## src/sv/fifo_ready_and_blocked_queues_macros.svh

```systemverilog
// Assertion macros shared by the scheduler RTL.
// No dependencies; included by files that carry concurrent assertions.
`ifndef FIFO_READY_AND_BLOCKED_QUEUES_MACROS_SVH
`define FIFO_READY_AND_BLOCKED_QUEUES_MACROS_SVH

// Same-cycle implication, disabled while reset is asserted (active low)
`define FRQ_ASSERT_IMPL(lbl, clk, rst_n, ante, cons, msg) \
    lbl: assert property (@(posedge clk) disable iff (!(rst_n)) (ante) |-> (cons)) \
        else $error(msg);

// Next-cycle implication, disabled while reset is asserted (active low)
`define FRQ_ASSERT_NEXT(lbl, clk, rst_n, ante, cons, msg) \
    lbl: assert property (@(posedge clk) disable iff (!(rst_n)) (ante) |=> (cons)) \
        else $error(msg);

`endif

```

## src/sv/frq_pkg.sv

```systemverilog
// Shared constants, codes and controller/datapath types for the thread scheduler.
// No dependencies.
package frq_pkg;

    // queue sizes
    localparam int READY_DEPTH   = 16;
    localparam int BLOCKED_DEPTH = 16;

    // field widths
    localparam int ID_W      = 16;
    localparam int CMD_W     = 3;
    localparam int ST_W      = 2;
    localparam int CNT_OUT_W = 5;

    // pointer and occupancy widths
    localparam int RPTR_W = $clog2(READY_DEPTH);
    localparam int RCNT_W = $clog2(READY_DEPTH + 1);
    localparam int BPTR_W = $clog2(BLOCKED_DEPTH);
    localparam int BCNT_W = $clog2(BLOCKED_DEPTH + 1);

    typedef enum logic [CMD_W-1:0] {
        CMD_ADD    = 3'd0,
        CMD_BLOCK  = 3'd1,
        CMD_YIELD  = 3'd2,
        CMD_TERM   = 3'd3,
        CMD_RESUME = 3'd4
    } t_cmd;

    typedef enum logic [ST_W-1:0] {
        ST_OK       = 2'd0,
        ST_EMPTY    = 2'd1,
        ST_FULL     = 2'd2,
        ST_NOTFOUND = 2'd3
    } t_status;

    // ready RAM read address select (offset from head)
    typedef enum logic [1:0] {
        RD_HEAD = 2'd0,
        RD_NEXT = 2'd1,
        RD_SKIP = 2'd2
    } t_rd_sel;

    // controller -> datapath commands
    typedef struct packed {
        logic    in_ready;
        logic    r_push_id;
        logic    r_push_moved;
        logic    r_shift_wr;
        logic    r_pop;
        logic    r_drop_tail;
        logic    b_push;
        logic    b_pop;
        t_rd_sel rd_sel;
        logic    q_clr;
        logic    q_inc;
        logic    set_st;
        t_status st;
        logic    set_dispatch;
        logic    set_moved;
        logic    res_load;
    } t_frq_ctl;

    // datapath -> controller status
    typedef struct packed {
        logic             in_valid;
        logic [CMD_W-1:0] cmd;
        logic             disk;
        logic             r_full;
        logic             r_empty;
        logic             r_will_full;
        logic             b_full;
        logic             b_empty;
        logic             match;
        logic             last;
        logic             shift_last;
        logic             out_free;
    } t_frq_stat;

endpackage

```

## src/sv/frq_if.sv

```systemverilog
// Valid/ready channel interfaces for scheduler commands and results.
// Depends on frq_pkg.
interface frq_cmd_if;
    import frq_pkg::*;

    logic             valid;
    logic             ready;
    logic [CMD_W-1:0] cmd;
    logic [ID_W-1:0]  thread_id;
    logic             disk_ready;

    modport source (output valid, output cmd, output thread_id, output disk_ready,
                    input ready);
    modport sink   (input valid, input cmd, input thread_id, input disk_ready,
                    output ready);
endinterface

interface frq_res_if;
    import frq_pkg::*;

    logic                 valid;
    logic                 ready;
    logic [ST_W-1:0]      status;
    logic                 dispatch_valid;
    logic [ID_W-1:0]      dispatch_id;
    logic                 moved_valid;
    logic [ID_W-1:0]      moved_id;
    logic [CNT_OUT_W-1:0] ready_count;
    logic [CNT_OUT_W-1:0] blocked_count;

    modport source (output valid, output status, output dispatch_valid, output dispatch_id,
                    output moved_valid, output moved_id, output ready_count,
                    output blocked_count, input ready);
    modport sink   (input valid, input status, input dispatch_valid, input dispatch_id,
                    input moved_valid, input moved_id, input ready_count,
                    input blocked_count, output ready);
endinterface

```

## src/sv/frq_ram.sv

```systemverilog
// Generic simple dual-port RAM: one write port, one registered read port.
// No dependencies.
module frq_ram #(
    parameter int WIDTH = 16,
    parameter int DEPTH = 16,
    localparam int AW = $clog2(DEPTH)
) (
    input  logic             i_clk,
    input  logic             i_we,
    input  logic [AW-1:0]    i_waddr,
    input  logic [WIDTH-1:0] i_wdata,
    input  logic [AW-1:0]    i_raddr,
    output logic [WIDTH-1:0] o_rdata
);

    logic [WIDTH-1:0] r_mem [DEPTH];
    logic [WIDTH-1:0] r_rdata;

    // write port
    always_ff @(posedge i_clk) begin
        if (i_we) begin
            r_mem[i_waddr] <= i_wdata;
        end
    end

    // registered read
    always_ff @(posedge i_clk) begin
        r_rdata <= r_mem[i_raddr];
    end

    assign o_rdata = r_rdata;

endmodule

```

## src/sv/frq_dp.sv

```systemverilog
// Scheduler datapath: queue RAMs, head pointers, counts, result and output registers.
// Depends on frq_pkg, frq_if, frq_ram and the assertion macro header.
`include "fifo_ready_and_blocked_queues_macros.svh"

module frq_dp (
    input  logic              i_clk,
    input  logic              i_rst_n,
    input  frq_pkg::t_frq_ctl i_ctl,
    output frq_pkg::t_frq_stat o_stat,
    frq_cmd_if.sink           i_cmd,
    frq_res_if.source         o_res
);
    import frq_pkg::*;

    // queue position (offset from head) to RAM address, one compare and subtract
    function automatic logic [RPTR_W-1:0] f_raddr(input logic [RPTR_W-1:0] head,
                                                  input logic [RCNT_W-1:0] ofs);
        logic [RCNT_W:0] sum;
        sum = (RCNT_W+1)'(head) + (RCNT_W+1)'(ofs);
        if (sum >= (RCNT_W+1)'(READY_DEPTH)) begin
            sum = sum - (RCNT_W+1)'(READY_DEPTH);
        end
        return sum[RPTR_W-1:0];
    endfunction

    function automatic logic [BPTR_W-1:0] f_baddr(input logic [BPTR_W-1:0] head,
                                                  input logic [BCNT_W-1:0] ofs);
        logic [BCNT_W:0] sum;
        sum = (BCNT_W+1)'(head) + (BCNT_W+1)'(ofs);
        if (sum >= (BCNT_W+1)'(BLOCKED_DEPTH)) begin
            sum = sum - (BCNT_W+1)'(BLOCKED_DEPTH);
        end
        return sum[BPTR_W-1:0];
    endfunction

    // latched command
    logic [CMD_W-1:0] r_cmd;
    logic [ID_W-1:0]  r_id;
    logic             r_disk;
    logic             w_accept;

    // queue control state
    logic [RPTR_W-1:0] r_rhead, n_rhead;
    logic [RCNT_W-1:0] r_rcnt, n_rcnt;
    logic [BPTR_W-1:0] r_bhead, n_bhead;
    logic [BCNT_W-1:0] r_bcnt, n_bcnt;
    logic [RCNT_W-1:0] r_q, n_q;

    // RAM ports
    logic              w_r_we;
    logic [RPTR_W-1:0] w_r_waddr;
    logic [ID_W-1:0]   w_r_wdata;
    logic [RPTR_W-1:0] w_r_raddr;
    logic [ID_W-1:0]   w_r_rdata;
    logic [BPTR_W-1:0] w_b_waddr;
    logic [ID_W-1:0]   w_b_rdata;

    // working result
    t_status         r_status;
    logic            r_dval;
    logic [ID_W-1:0] r_did;
    logic            r_mval;
    logic [ID_W-1:0] r_mid;

    // output register
    logic                 r_out_valid;
    t_status              r_out_status;
    logic                 r_out_dval;
    logic [ID_W-1:0]      r_out_did;
    logic                 r_out_mval;
    logic [ID_W-1:0]      r_out_mid;
    logic [CNT_OUT_W-1:0] r_out_rcnt;
    logic [CNT_OUT_W-1:0] r_out_bcnt;

    logic [RCNT_W:0] w_q_ext;

    assign w_accept    = i_ctl.in_ready && i_cmd.valid;
    assign i_cmd.ready = i_ctl.in_ready;

    // command capture
    always_ff @(posedge i_clk) begin
        if (w_accept) begin
            r_cmd  <= i_cmd.cmd;
            r_id   <= i_cmd.thread_id;
            r_disk <= i_cmd.disk_ready;
        end
    end

    // ready RAM write and read addressing
    always_comb begin
        w_r_we    = i_ctl.r_push_id || i_ctl.r_push_moved || i_ctl.r_shift_wr;
        w_r_waddr = i_ctl.r_shift_wr ? f_raddr(r_rhead, r_q) : f_raddr(r_rhead, r_rcnt);
        w_r_wdata = r_id;
        if (i_ctl.r_push_moved) begin
            w_r_wdata = w_b_rdata;
        end else if (i_ctl.r_shift_wr) begin
            w_r_wdata = w_r_rdata;
        end
        unique case (i_ctl.rd_sel)
            RD_HEAD: w_r_raddr = r_rhead;
            RD_NEXT: w_r_raddr = f_raddr(r_rhead, RCNT_W'(r_q + RCNT_W'(1)));
            RD_SKIP: w_r_raddr = f_raddr(r_rhead, RCNT_W'(r_q + RCNT_W'(2)));
            default: w_r_raddr = r_rhead;
        endcase
    end

    assign w_b_waddr = f_baddr(r_bhead, r_bcnt);

    frq_ram #(.WIDTH(ID_W), .DEPTH(READY_DEPTH)) u_ready_ram (
        .i_clk   (i_clk),
        .i_we    (w_r_we),
        .i_waddr (w_r_waddr),
        .i_wdata (w_r_wdata),
        .i_raddr (w_r_raddr),
        .o_rdata (w_r_rdata)
    );

    frq_ram #(.WIDTH(ID_W), .DEPTH(BLOCKED_DEPTH)) u_blocked_ram (
        .i_clk   (i_clk),
        .i_we    (i_ctl.b_push),
        .i_waddr (w_b_waddr),
        .i_wdata (r_id),
        .i_raddr (r_bhead),
        .o_rdata (w_b_rdata)
    );

    // pointer, count and scan position updates
    always_comb begin
        n_rhead = r_rhead;
        n_rcnt  = r_rcnt;
        n_bhead = r_bhead;
        n_bcnt  = r_bcnt;
        n_q     = r_q;
        priority if (i_ctl.r_push_id || i_ctl.r_push_moved) begin
            n_rcnt = r_rcnt + RCNT_W'(1);
        end else if (i_ctl.r_pop) begin
            n_rcnt  = r_rcnt - RCNT_W'(1);
            n_rhead = (r_rhead == RPTR_W'(READY_DEPTH - 1)) ? '0 : r_rhead + RPTR_W'(1);
        end else if (i_ctl.r_drop_tail) begin
            n_rcnt = r_rcnt - RCNT_W'(1);
        end
        if (i_ctl.b_push) begin
            n_bcnt = r_bcnt + BCNT_W'(1);
        end else if (i_ctl.b_pop) begin
            n_bcnt  = r_bcnt - BCNT_W'(1);
            n_bhead = (r_bhead == BPTR_W'(BLOCKED_DEPTH - 1)) ? '0 : r_bhead + BPTR_W'(1);
        end
        if (i_ctl.q_clr) begin
            n_q = '0;
        end else if (i_ctl.q_inc) begin
            n_q = r_q + RCNT_W'(1);
        end
    end

    always_ff @(posedge i_clk) begin
        if (!i_rst_n) begin
            r_rhead <= '0;
            r_rcnt  <= '0;
            r_bhead <= '0;
            r_bcnt  <= '0;
            r_q     <= '0;
        end else begin
            r_rhead <= n_rhead;
            r_rcnt  <= n_rcnt;
            r_bhead <= n_bhead;
            r_bcnt  <= n_bcnt;
            r_q     <= n_q;
        end
    end

    // working result fields, cleared on each new transfer
    always_ff @(posedge i_clk) begin
        if (w_accept) begin
            r_status <= ST_OK;
            r_dval   <= 1'b0;
            r_did    <= '0;
            r_mval   <= 1'b0;
            r_mid    <= '0;
        end else begin
            if (i_ctl.set_st) begin
                r_status <= i_ctl.st;
            end
            if (i_ctl.set_dispatch) begin
                r_dval <= 1'b1;
                r_did  <= w_r_rdata;
            end
            if (i_ctl.set_moved) begin
                r_mval <= 1'b1;
                r_mid  <= w_b_rdata;
            end
        end
    end

    // output register valid
    always_ff @(posedge i_clk) begin
        if (!i_rst_n) begin
            r_out_valid <= 1'b0;
        end else if (i_ctl.res_load) begin
            r_out_valid <= 1'b1;
        end else if (o_res.ready) begin
            r_out_valid <= 1'b0;
        end
    end

    // output register payload
    always_ff @(posedge i_clk) begin
        if (i_ctl.res_load) begin
            r_out_status <= r_status;
            r_out_dval   <= r_dval;
            r_out_did    <= r_did;
            r_out_mval   <= r_mval;
            r_out_mid    <= r_mid;
            r_out_rcnt   <= CNT_OUT_W'(r_rcnt);
            r_out_bcnt   <= CNT_OUT_W'(r_bcnt);
        end
    end

    assign o_res.valid          = r_out_valid;
    assign o_res.status         = r_out_status;
    assign o_res.dispatch_valid = r_out_dval;
    assign o_res.dispatch_id    = r_out_did;
    assign o_res.moved_valid    = r_out_mval;
    assign o_res.moved_id       = r_out_mid;
    assign o_res.ready_count    = r_out_rcnt;
    assign o_res.blocked_count  = r_out_bcnt;

    // status to controller
    assign w_q_ext = (RCNT_W+1)'(r_q);

    always_comb begin
        o_stat.in_valid    = i_cmd.valid;
        o_stat.cmd         = r_cmd;
        o_stat.disk        = r_disk;
        o_stat.r_full      = (r_rcnt == RCNT_W'(READY_DEPTH));
        o_stat.r_empty     = (r_rcnt == '0);
        o_stat.r_will_full = (r_rcnt == RCNT_W'(READY_DEPTH - 1));
        o_stat.b_full      = (r_bcnt == BCNT_W'(BLOCKED_DEPTH));
        o_stat.b_empty     = (r_bcnt == '0);
        o_stat.match       = (w_r_rdata == r_id);
        o_stat.last        = (w_q_ext + (RCNT_W+1)'(1) == (RCNT_W+1)'(r_rcnt));
        o_stat.shift_last  = (w_q_ext + (RCNT_W+1)'(2) == (RCNT_W+1)'(r_rcnt));
        o_stat.out_free    = !r_out_valid || o_res.ready;
    end

    // checks
    `FRQ_ASSERT_IMPL(a_push_not_full, i_clk, i_rst_n, i_ctl.r_push_id || i_ctl.r_push_moved, r_rcnt != RCNT_W'(READY_DEPTH), "ready push into full queue")
    `FRQ_ASSERT_IMPL(a_remove_not_empty, i_clk, i_rst_n, i_ctl.r_pop || i_ctl.r_drop_tail, r_rcnt != '0, "ready removal from empty queue")
    `FRQ_ASSERT_IMPL(a_one_ready_change, i_clk, i_rst_n, 1'b1, $onehot0({i_ctl.r_push_id, i_ctl.r_push_moved, i_ctl.r_pop, i_ctl.r_drop_tail}), "two ready queue updates in one cycle")
    `FRQ_ASSERT_NEXT(a_move_grows_ready, i_clk, i_rst_n, i_ctl.r_push_moved, r_rcnt == RCNT_W'($past(r_rcnt) + RCNT_W'(1)), "moved id did not grow ready queue")
    `FRQ_ASSERT_IMPL(a_dispatch_ok, i_clk, i_rst_n, r_out_valid && r_out_dval, r_out_status == ST_OK, "dispatch with error status")

endmodule

```

## src/sv/frq_ctrl.sv

```systemverilog
// Scheduler controller: one-hot state machine sequencing each command.
// Depends on frq_pkg.
module frq_ctrl (
    input  logic               i_clk,
    input  logic               i_rst_n,
    input  frq_pkg::t_frq_stat i_stat,
    output frq_pkg::t_frq_ctl  o_ctl
);
    import frq_pkg::*;

    typedef enum logic [6:0] {
        S_IDLE   = 7'b0000001,
        S_DECODE = 7'b0000010,
        S_YREAD  = 7'b0000100,
        S_MREAD  = 7'b0001000,
        S_SCAN   = 7'b0010000,
        S_SHIFT  = 7'b0100000,
        S_FINISH = 7'b1000000
    } t_state;

    t_state r_state, n_state;

    // next state and command decode
    always_comb begin
        n_state      = r_state;
        o_ctl        = '0;
        o_ctl.rd_sel = RD_HEAD;
        o_ctl.st     = ST_OK;
        unique case (r_state)
            S_IDLE: begin
                o_ctl.in_ready = 1'b1;
                if (i_stat.in_valid) begin
                    n_state = S_DECODE;
                end
            end
            S_DECODE: begin
                n_state = S_FINISH;
                unique case (i_stat.cmd)
                    CMD_ADD: begin
                        if (i_stat.r_full) begin
                            o_ctl.set_st = 1'b1;
                            o_ctl.st     = ST_FULL;
                        end else begin
                            o_ctl.r_push_id = 1'b1;
                        end
                    end
                    CMD_BLOCK: begin
                        if (i_stat.b_full) begin
                            o_ctl.set_st = 1'b1;
                            o_ctl.st     = ST_FULL;
                        end else begin
                            o_ctl.b_push = 1'b1;
                        end
                    end
                    CMD_YIELD: begin
                        if (i_stat.r_empty) begin
                            o_ctl.set_st = 1'b1;
                            o_ctl.st     = ST_EMPTY;
                        end else begin
                            n_state = S_YREAD;
                        end
                    end
                    CMD_TERM: begin
                        if (i_stat.r_empty) begin
                            o_ctl.set_st = 1'b1;
                            o_ctl.st     = ST_EMPTY;
                        end else begin
                            o_ctl.q_clr = 1'b1;
                            n_state     = S_SCAN;
                        end
                    end
                    CMD_RESUME: begin
                        if (i_stat.r_full) begin
                            o_ctl.set_st = 1'b1;
                            o_ctl.st     = ST_FULL;
                        end else begin
                            o_ctl.r_push_id = 1'b1;
                            if (i_stat.disk && !i_stat.b_empty) begin
                                // id fits but the moved head would not
                                if (i_stat.r_will_full) begin
                                    o_ctl.set_st = 1'b1;
                                    o_ctl.st     = ST_FULL;
                                end else begin
                                    n_state = S_MREAD;
                                end
                            end
                        end
                    end
                    default: ;
                endcase
            end
            S_YREAD: begin
                o_ctl.set_dispatch = 1'b1;
                o_ctl.r_pop        = 1'b1;
                n_state            = S_FINISH;
            end
            S_MREAD: begin
                o_ctl.r_push_moved = 1'b1;
                o_ctl.b_pop        = 1'b1;
                o_ctl.set_moved    = 1'b1;
                n_state            = S_FINISH;
            end
            S_SCAN: begin
                // compare entry at r_q while fetching the next one
                o_ctl.rd_sel = RD_NEXT;
                if (i_stat.match) begin
                    if (i_stat.last) begin
                        o_ctl.r_drop_tail = 1'b1;
                        n_state           = S_FINISH;
                    end else begin
                        n_state = S_SHIFT;
                    end
                end else if (i_stat.last) begin
                    o_ctl.set_st = 1'b1;
                    o_ctl.st     = ST_NOTFOUND;
                    n_state      = S_FINISH;
                end else begin
                    o_ctl.q_inc = 1'b1;
                end
            end
            S_SHIFT: begin
                // move entry q+1 down to q, fetch q+2
                o_ctl.r_shift_wr = 1'b1;
                o_ctl.rd_sel     = RD_SKIP;
                if (i_stat.shift_last) begin
                    o_ctl.r_drop_tail = 1'b1;
                    n_state           = S_FINISH;
                end else begin
                    o_ctl.q_inc = 1'b1;
                end
            end
            S_FINISH: begin
                if (i_stat.out_free) begin
                    o_ctl.res_load = 1'b1;
                    n_state        = S_IDLE;
                end
            end
            default: n_state = S_IDLE;
        endcase
    end

    always_ff @(posedge i_clk) begin
        if (!i_rst_n) begin
            r_state <= S_IDLE;
        end else begin
            r_state <= n_state;
        end
    end

endmodule

```

## src/sv/fifo_ready_and_blocked_queues.sv

```systemverilog
// Thread scheduler with FIFO ready and blocked queues of 16-bit thread ids.
// Top level: joins frq_ctrl and frq_dp; depends on frq_pkg and frq_if.
//
// One command per transfer on i_cmd, one result per command on o_res. Both queues are
// circular buffers held in RAM with a head pointer and an occupancy count, so nothing
// needs clearing after reset. The result is loaded into the output register straight
// after the decode state for add, block, a resume that moves nothing, the unused codes
// and any rejected command; yield and a resume that moves a blocked entry first pass
// through a read state. Terminate walks the ready queue one entry per cycle through the
// single RAM read port and then closes any gap one entry per cycle before its result is
// loaded. A new command can be taken in the cycle after the previous result is loaded,
// while that result may still wait in the output register; none is taken before that
// load. The load itself waits for as long as the output register holds a result not
// yet taken.
module fifo_ready_and_blocked_queues (
    input  logic      i_clk,
    input  logic      i_rst_n,
    frq_cmd_if.sink   i_cmd,
    frq_res_if.source o_res
);
    import frq_pkg::*;

    t_frq_ctl  w_ctl;
    t_frq_stat w_stat;

    // sequencer
    frq_ctrl u_ctrl (
        .i_clk   (i_clk),
        .i_rst_n (i_rst_n),
        .i_stat  (w_stat),
        .o_ctl   (w_ctl)
    );

    // queues and result path
    frq_dp u_dp (
        .i_clk   (i_clk),
        .i_rst_n (i_rst_n),
        .i_ctl   (w_ctl),
        .o_stat  (w_stat),
        .i_cmd   (i_cmd),
        .o_res   (o_res)
    );

endmodule
```

## src/flat_wrapper.sv

```systemverilog
// flat-port wrapper written by rule: the top's interface ports become plain ports
module fifo_ready_and_blocked_queues_flat import frq_pkg::*;
  (i_clk, i_rst_n, i_cmd_valid, i_cmd_cmd, i_cmd_thread_id, i_cmd_disk_ready, i_cmd_ready, o_res_valid, o_res_status, o_res_dispatch_valid, o_res_dispatch_id, o_res_moved_valid, o_res_moved_id, o_res_ready_count, o_res_blocked_count, o_res_ready);
  frq_cmd_if i_cmd_i ();
  frq_res_if o_res_i ();
  input  logic i_clk;
  input  logic i_rst_n;
  input wire logic [$bits(i_cmd_i.valid)-1:0] i_cmd_valid;
  input wire logic [$bits(i_cmd_i.cmd)-1:0] i_cmd_cmd;
  input wire logic [$bits(i_cmd_i.thread_id)-1:0] i_cmd_thread_id;
  input wire logic [$bits(i_cmd_i.disk_ready)-1:0] i_cmd_disk_ready;
  output wire logic [$bits(i_cmd_i.ready)-1:0] i_cmd_ready;
  output wire logic [$bits(o_res_i.valid)-1:0] o_res_valid;
  output wire logic [$bits(o_res_i.status)-1:0] o_res_status;
  output wire logic [$bits(o_res_i.dispatch_valid)-1:0] o_res_dispatch_valid;
  output wire logic [$bits(o_res_i.dispatch_id)-1:0] o_res_dispatch_id;
  output wire logic [$bits(o_res_i.moved_valid)-1:0] o_res_moved_valid;
  output wire logic [$bits(o_res_i.moved_id)-1:0] o_res_moved_id;
  output wire logic [$bits(o_res_i.ready_count)-1:0] o_res_ready_count;
  output wire logic [$bits(o_res_i.blocked_count)-1:0] o_res_blocked_count;
  input wire logic [$bits(o_res_i.ready)-1:0] o_res_ready;
  assign i_cmd_i.valid = i_cmd_valid;
  assign i_cmd_i.cmd = i_cmd_cmd;
  assign i_cmd_i.thread_id = i_cmd_thread_id;
  assign i_cmd_i.disk_ready = i_cmd_disk_ready;
  assign i_cmd_ready = i_cmd_i.ready;
  assign o_res_valid = o_res_i.valid;
  assign o_res_status = o_res_i.status;
  assign o_res_dispatch_valid = o_res_i.dispatch_valid;
  assign o_res_dispatch_id = o_res_i.dispatch_id;
  assign o_res_moved_valid = o_res_i.moved_valid;
  assign o_res_moved_id = o_res_i.moved_id;
  assign o_res_ready_count = o_res_i.ready_count;
  assign o_res_blocked_count = o_res_i.blocked_count;
  assign o_res_i.ready = o_res_ready;
  fifo_ready_and_blocked_queues u_core (.i_clk(i_clk), .i_rst_n(i_rst_n), .i_cmd(i_cmd_i), .o_res(o_res_i));
endmodule
```

## config.mk

```make
export PLATFORM = sky130hd
export DESIGN_NAME = fifo_ready_and_blocked_queues_flat
export DESIGN_NICKNAME = d
export VERILOG_FILES = /design/src/sv/frq_pkg.sv /design/src/sv/frq_if.sv /design/src/sv/frq_ram.sv /design/src/sv/frq_dp.sv /design/src/sv/frq_ctrl.sv /design/src/sv/fifo_ready_and_blocked_queues.sv /design/src/flat_wrapper.sv
export VERILOG_INCLUDE_DIRS = /design/src /design/src/sv
export SDC_FILE = /design/constraint.sdc
export NUM_CORES = 1
export LEC_CHECK = 0
export BUFFER_PORTS_ARGS = -buffer_cell sky130_fd_sc_hd__buf_2
export CAP_MARGIN = 20
export CORE_ASPECT_RATIO = 1.75
export CORE_MARGIN = 3
export CORE_UTILIZATION = 59
export CTS_CLUSTER_SIZE = 16
export DETAILED_ROUTE_END_ITERATION = 8
export GPL_ROUTABILITY_DRIVEN = 0
export GPL_TIMING_DRIVEN = 0
export PLACE_DENSITY_LB_ADDON = 0.1
export SYNTH_ARGS = -nofsm -noshare
export SYNTH_HDL_FRONTEND = slang
export SYNTH_HIERARCHICAL = 1
export SYNTH_SLANG_ARGS = --single-unit
```

## constraint.sdc

```tcl
create_clock -name i_clk -period 5.6 [get_ports i_clk]
set_clock_uncertainty 0.2 [all_clocks]
set_input_delay 0.56 -clock i_clk [delete_from_list [all_inputs] [get_ports i_clk]]
set_output_delay 0.56 -clock i_clk [all_outputs]
set_load 0.005 [all_outputs]
```

==> Word level (Yosys, flattened, before mapping) <==
Memory sizes are Yosys's and may differ from the RTL's. A register that Yosys moved wholly into a read port is not among the register bits.
Index checks and enable logic that the tools add are counted.
{ "totals": {"reg_bits": 133, "wordCells": 165, "ram_bits": 512, "mem_count": 2} }
{ "mem_list": {"columns": ["memory", "words", "width", "rd", "rd_ports_with_merged_regs", "write_ports", "line_no", "text"], "rows": [
  ["u_core.u_dp.u_blocked_ram.r_mem", 16, 16, 1, 1, 1, "frq_ram.sv:16", "logic [WIDTH-1:0] r_mem [DEPTH];"],
  ["u_core.u_dp.u_ready_ram.r_mem", 16, 16, 1, 1, 1, "frq_ram.sv:16", null]
]} }
{ "classes": {"n_lt_le_gt_ge": 5, "n_reduce_logical": 20, "bitwise": 3, "n_addsub": 20, "mux": 68, "eq_ne": 25} }
{ "op_table": {"columns": ["operator", "count"], "rows": [
  ["$mux W7", 11],
  ["$pmux W7 S6", 1],
  ["$mux W4", 9],
  ["$mux W16", 2],
  ["$add A4 B5 Y6", 5],
  ["$ge A6 B5 Y1 const B", 5],
  ["$mux W1", 26],
  ["$mux W5", 5],
  ["$mux W3", 7],
  ["$pmux W7 S3", 1],
  ["$sub A4 B1 Y4 const B", 5],
  ["$eq A16 B16 Y1", 1],
  ["$add A5 B1 Y5 const B", 3],
  ["$eq A6 B5 Y1", 2],
  ["$pmux W3 S4", 1],
  ["$eq A5 B5 Y1 const B", 2],
  ["$logic_not A5 Y1", 2],
  ["$sub A5 B1 Y5 const B", 2],
  ["$add A4 B1 Y4 const B", 2],
  ["$eq A4 B4 Y1 const B", 2],
  ["$pmux W4 S2", 1],
  ["$reduce_or A2 Y1", 4],
  ["$eq A7 B1 Y1 const B", 1],
  ["$eq A7 B2 Y1 const B", 1],
  ["other kinds (28)", 40]
]} }

==> Logic depth before layout (Yosys ltp) <==
{ "depth": {"depth_word": 8, "ltp_mapped": 18, "depth_no_buf": 15} }

==> Cells and area by module <==
The synthesis kept the hierarchy.
{ "by_module_without_submodules": {"columns": ["module", "cells_per_inst", "area_per_inst_um2", "instances"], "rows": [
  ["frq_ram", 432, 10042.1, 2],
  ["frq_dp", 480, 5685.5, 1],
  ["frq_ctrl", 85, 675.6, 1]
]} }

==> Worst setup path after synthesis <==
No wires, ideal clock.
{ "synth_timing": {"path_kind": "flip-flop to flip-flop", "from": "reg u_core.u_ctrl.r_state[2]", "to": "reg u_core.u_dp.r_out_bcnt[0] (netlist: u_core/u_dp/o_res.blocked_count[0]) (enable)", "path_stages_with_launch": 4, "setup_time_ns": 0.509, "t_arrival_ns": 3.987, "synth_period_minus_slack_ns": 4.696, "path_slack_ns": 0.904, "cell_sequence": "dfxtp_1 -> nor3_4 -> nand2_1 -> nor3_1"} }
{ "synth_rtl": {"columns": ["item", "line_no", "text"], "rows": [
  ["start, declared", "frq_ctrl.sv:21", "t_state r_state, n_state;"],
  ["start signal, assigned", "frq_ctrl.sv:146", "r_state <= n_state;"],
  ["end signal, assigned", "frq_dp.sv:214", "r_out_bcnt <= CNT_OUT_W'(r_bcnt);"],
  ["end, declared", "frq_dp.sv:73", "logic [CNT_OUT_W-1:0] r_out_bcnt;"]
]} }

==> impl_metrics.env <==
export IMPL_synth_area_sq_mm=0.0264
export IMPL_hold_class="input pin to flop"
export IMPL_cts_resized=0
export IMPL_postCtsHoldBufs=20
export IMPL_vias=13500
export IMPL_synth_largest_area_cell="edfxtp_1"
export IMPL_yosys_cell_count_top_type="edfxtp_1"
export IMPL_antenna_cells=0
export IMPL_firstDrtPassIters=5
export IMPL_floorplan_initialDensity_pct=59.7
export IMPL_yosys_top_cells_area="edfxtp_1 66%, mux4_2 9.2%, dfxtp_1 7.5%"
export IMPL_globalRoute_totalOverflow=0
export IMPL_synthesis_yosys_warnings=6
export IMPL_final_min_clock_period_ns=4.79
export IMPL_synthCells=1429
export IMPL_mean_cell_area_of_the_mapped_netlist_sq_um=18.5
export IMPL_post_synthesis_cell_type_count=66
export IMPL_max_freq_mhz=209
export IMPL_synth_ff_latch_count=677
export IMPL_critical_path_max_fanout=10
export IMPL_cts_repair_timing_setup_buffer_count=0
export IMPL_first_global_vias=14300
export IMPL_powerDensity_mw_per_mm2=318
export IMPL_drtAntennaViolNets=0
export IMPL_grt_use_total_pct=23.5
export IMPL_timing_final_crit_share_pct=85.6
export IMPL_cts_buffers=57
export IMPL_fp_dieW_um=166
export IMPL_run_status="finished clean"
export IMPL_finalNetCount=1682
export IMPL_max_transition_viols_final=0
export IMPL_antenna_found_initial=0
export IMPL_clock_path_buffers=3
export IMPL_grt_pass1_wl_um=85100
export IMPL_final_setup_viol_count=0
export IMPL_ys_seq_area_share_pct=73.1
export IMPL_dp_hpwl_um=39200
export IMPL_crit_required_ns=5.70
export IMPL_critical_path_class="flop to flop"
export IMPL_peakVddDrop_mv=0.294
export IMPL_clock_sinks=677
export IMPL_die_area_sq_mm=0.0475
export IMPL_rows=102
export IMPL_routed_wl_um=55200
export IMPL_tritoncts="done"
export IMPL_slew_headroom_pct=40.5
export IMPL_worst_ep_arrival_time_ns=4.89
export IMPL_total_leakage_power_uw=0.0100
export IMPL_timing_max_cap_violations=0
export IMPL_hold_ws_ns=0.0712
export IMPL_synth_flop_cell="edfxtp_1"
export IMPL_synth_net_count=1478
export IMPL_clock_insertion_delay_worst_skew_ns=0.60
export IMPL_synth_async_reset_ratio_pct=0
export IMPL_clk_pin_slew_worst_paths_ns=0.07
export IMPL_synth_common_cells="578 x edfxtp_1, 108 x mux4_2, 99 x dfxtp_1"
export IMPL_ctsRootBufferMaster="clkbuf_16"
export IMPL_rsz0062_at_grt="false"
export IMPL_drive_above_1_share_pct=24.0
export IMPL_flow_area_growth_from_synthesis_pct=14.9
export IMPL_grt_start_max_net_pins=30
export IMPL_design_core_area_sq_mm=0.0443
export IMPL_drt_iter0_drc=1033
export IMPL_vias_per_cell=5.98
export IMPL_dr_wl_cell_um=24.5
export IMPL_clock_tree_htree_level_count=2
export IMPL_synth_edf_count=578
export IMPL_timing_hold_violations_final=0
export IMPL_drc=0
export IMPL_die_height_um=286
export IMPL_tightestPinTransition_ns=0.888
export IMPL_synthDominantCellAreaShare_pct=65.6
export IMPL_end_kind="flop"
export IMPL_setup_worst_path_start_class="flop"
export IMPL_io_buffer_count=71
export IMPL_io_pins=72
export IMPL_postLayoutCoreUtil_pct=68.6
## final timing paths
check        cells after the start                                   end  slack (ns)                startpoint
max                             13  u_core/u_dp/u_ready_ram/r_mem[0][12]        0.81  u_core/u_ctrl/r_state[1]
max reg2reg                     13  u_core/u_dp/u_ready_ram/r_mem[0][12]        0.81  u_core/u_ctrl/r_state[1]
min                              2              u_core/u_ctrl/r_state[0]        0.07                   i_rst_n
min reg2reg                      0        u_core/u_dp/o_res.moved_id[15]        0.23     u_core/u_dp/r_mid[15]
## layout by cell type (no fill, tap or decap), types with 24 or more instances in the layout
cell and n:
nor2_1 60, nor2_2 25, xnor2_1 37, edfxtp_1 578, a22oi_1 65, o21ai_0 24
clkbuf_1 39, dfxtp_1 99, mux4_2 108, buf_2 94, clkbuf_16 58, nand2_1 70
mux2i_1 58
## area by class of cell
type	instances	area, sq um
buffer	70	405
clock buffer	74	1540
clock inverter	32	333
fill	2863	13900
inverter	17	63.8
multi-input combinational	665	6740
sequential	677	19300
tap	572	716
timing repair buffer	145	1240
## state kept, by name, summed over array words and instances (netlist names), 5 cells and up
register and cells:
u_core/u_dp/u_ready_ram/r_mem 256, u_core/u_dp/r_did 16, u_core/u_dp/r_mid 16, u_core/u_dp/o_res.dispatch_id 16, u_core/u_dp/r_id 16, u_core/u_dp/u_ready_ram/o_rdata 16
u_core/u_dp/o_res.moved_id 16, u_core/u_dp/o_res.ready_count 5, u_core/u_dp/r_rcnt 5, u_core/u_dp/r_q 5, u_core/u_ctrl/r_state 7, u_core/u_dp/r_bcnt 5
u_core/u_dp/u_blocked_ram/o_rdata 16, u_core/u_dp/o_res.blocked_count 5, u_core/u_dp/u_blocked_ram/r_mem 256
## worst max-delay path, cell delays in order, from the launching register on
cell      delay, ns
dfxtp_1        0.39
nor4_4         0.37
and3_1         0.26
clkbuf_1       0.20
buf_2          0.38
mux2i_1        0.34
inv_1          0.07
ha_1           0.27
a21o_1         0.18
a21oi_1        0.17
xnor2_1        0.14
or3b_2         0.54
nor3_2         0.70
buf_6          0.27
## routing by layer
layer | vias up | global-route usage, % | share of wire [%]
met5 | - | 0 | 0
met4 | 0 | 6.76 | 2.7
met3 | 89 | 2.61 | 3.5
met2 | 285 | 45.7 | 58
met1 | 7017 | 27.3 | 36
li1 | 6082 | - | -
## power by group
part | leakage, uW | total (uW) | switching [uW] | internal (uW)
logic | 0.00309 | 158 | 102 | 56.6
clock network | 0.000914 | 3940 | 1720 | 2220
registers | 0.00602 | 5560 | 54.9 | 5500
total | 0.0100 | 9660 | 1870 | 7780
## cells by family (layout without fill, tap and decap cells)
| family | after synthesis | count (layout) | synth area share (%) |
|---|---|---|---|
| simple gates | 258 | 258 | 4.76 |
| xor+xnor | 54 | 54 | 1.82 |
| mux | 190 | 190 | 13.6 |
| buf+inv | 87 | 338 | 1.77 |
| fa+ha+maj | 25 | 25 | 1.32 |
| compound gates | 138 | 138 | 3.65 |
| flops | 677 | 677 | 73.1 |
## through the flow
step / instances / setup TNS (ns) / setup slack, ns / instance area, sq um / power (uW)
floorplan: 1429 / 0 / 0.904 / 26400 / 5720
global placement: 2072 / -82.65 / -1.37 / 27500 / 5800
detailed placement: 2123 / 0 / 0.785 / 28300 / 5810
CTS: 2249 / 0 / 0.768 / 30400 / 9730
global route: 2252 / 0 / 0.414 / 30400 / 9910
finish: 2252 / 0 / 0.808 / 30400 / 9660
Note: power is estimated with default switching activity, not from simulation.
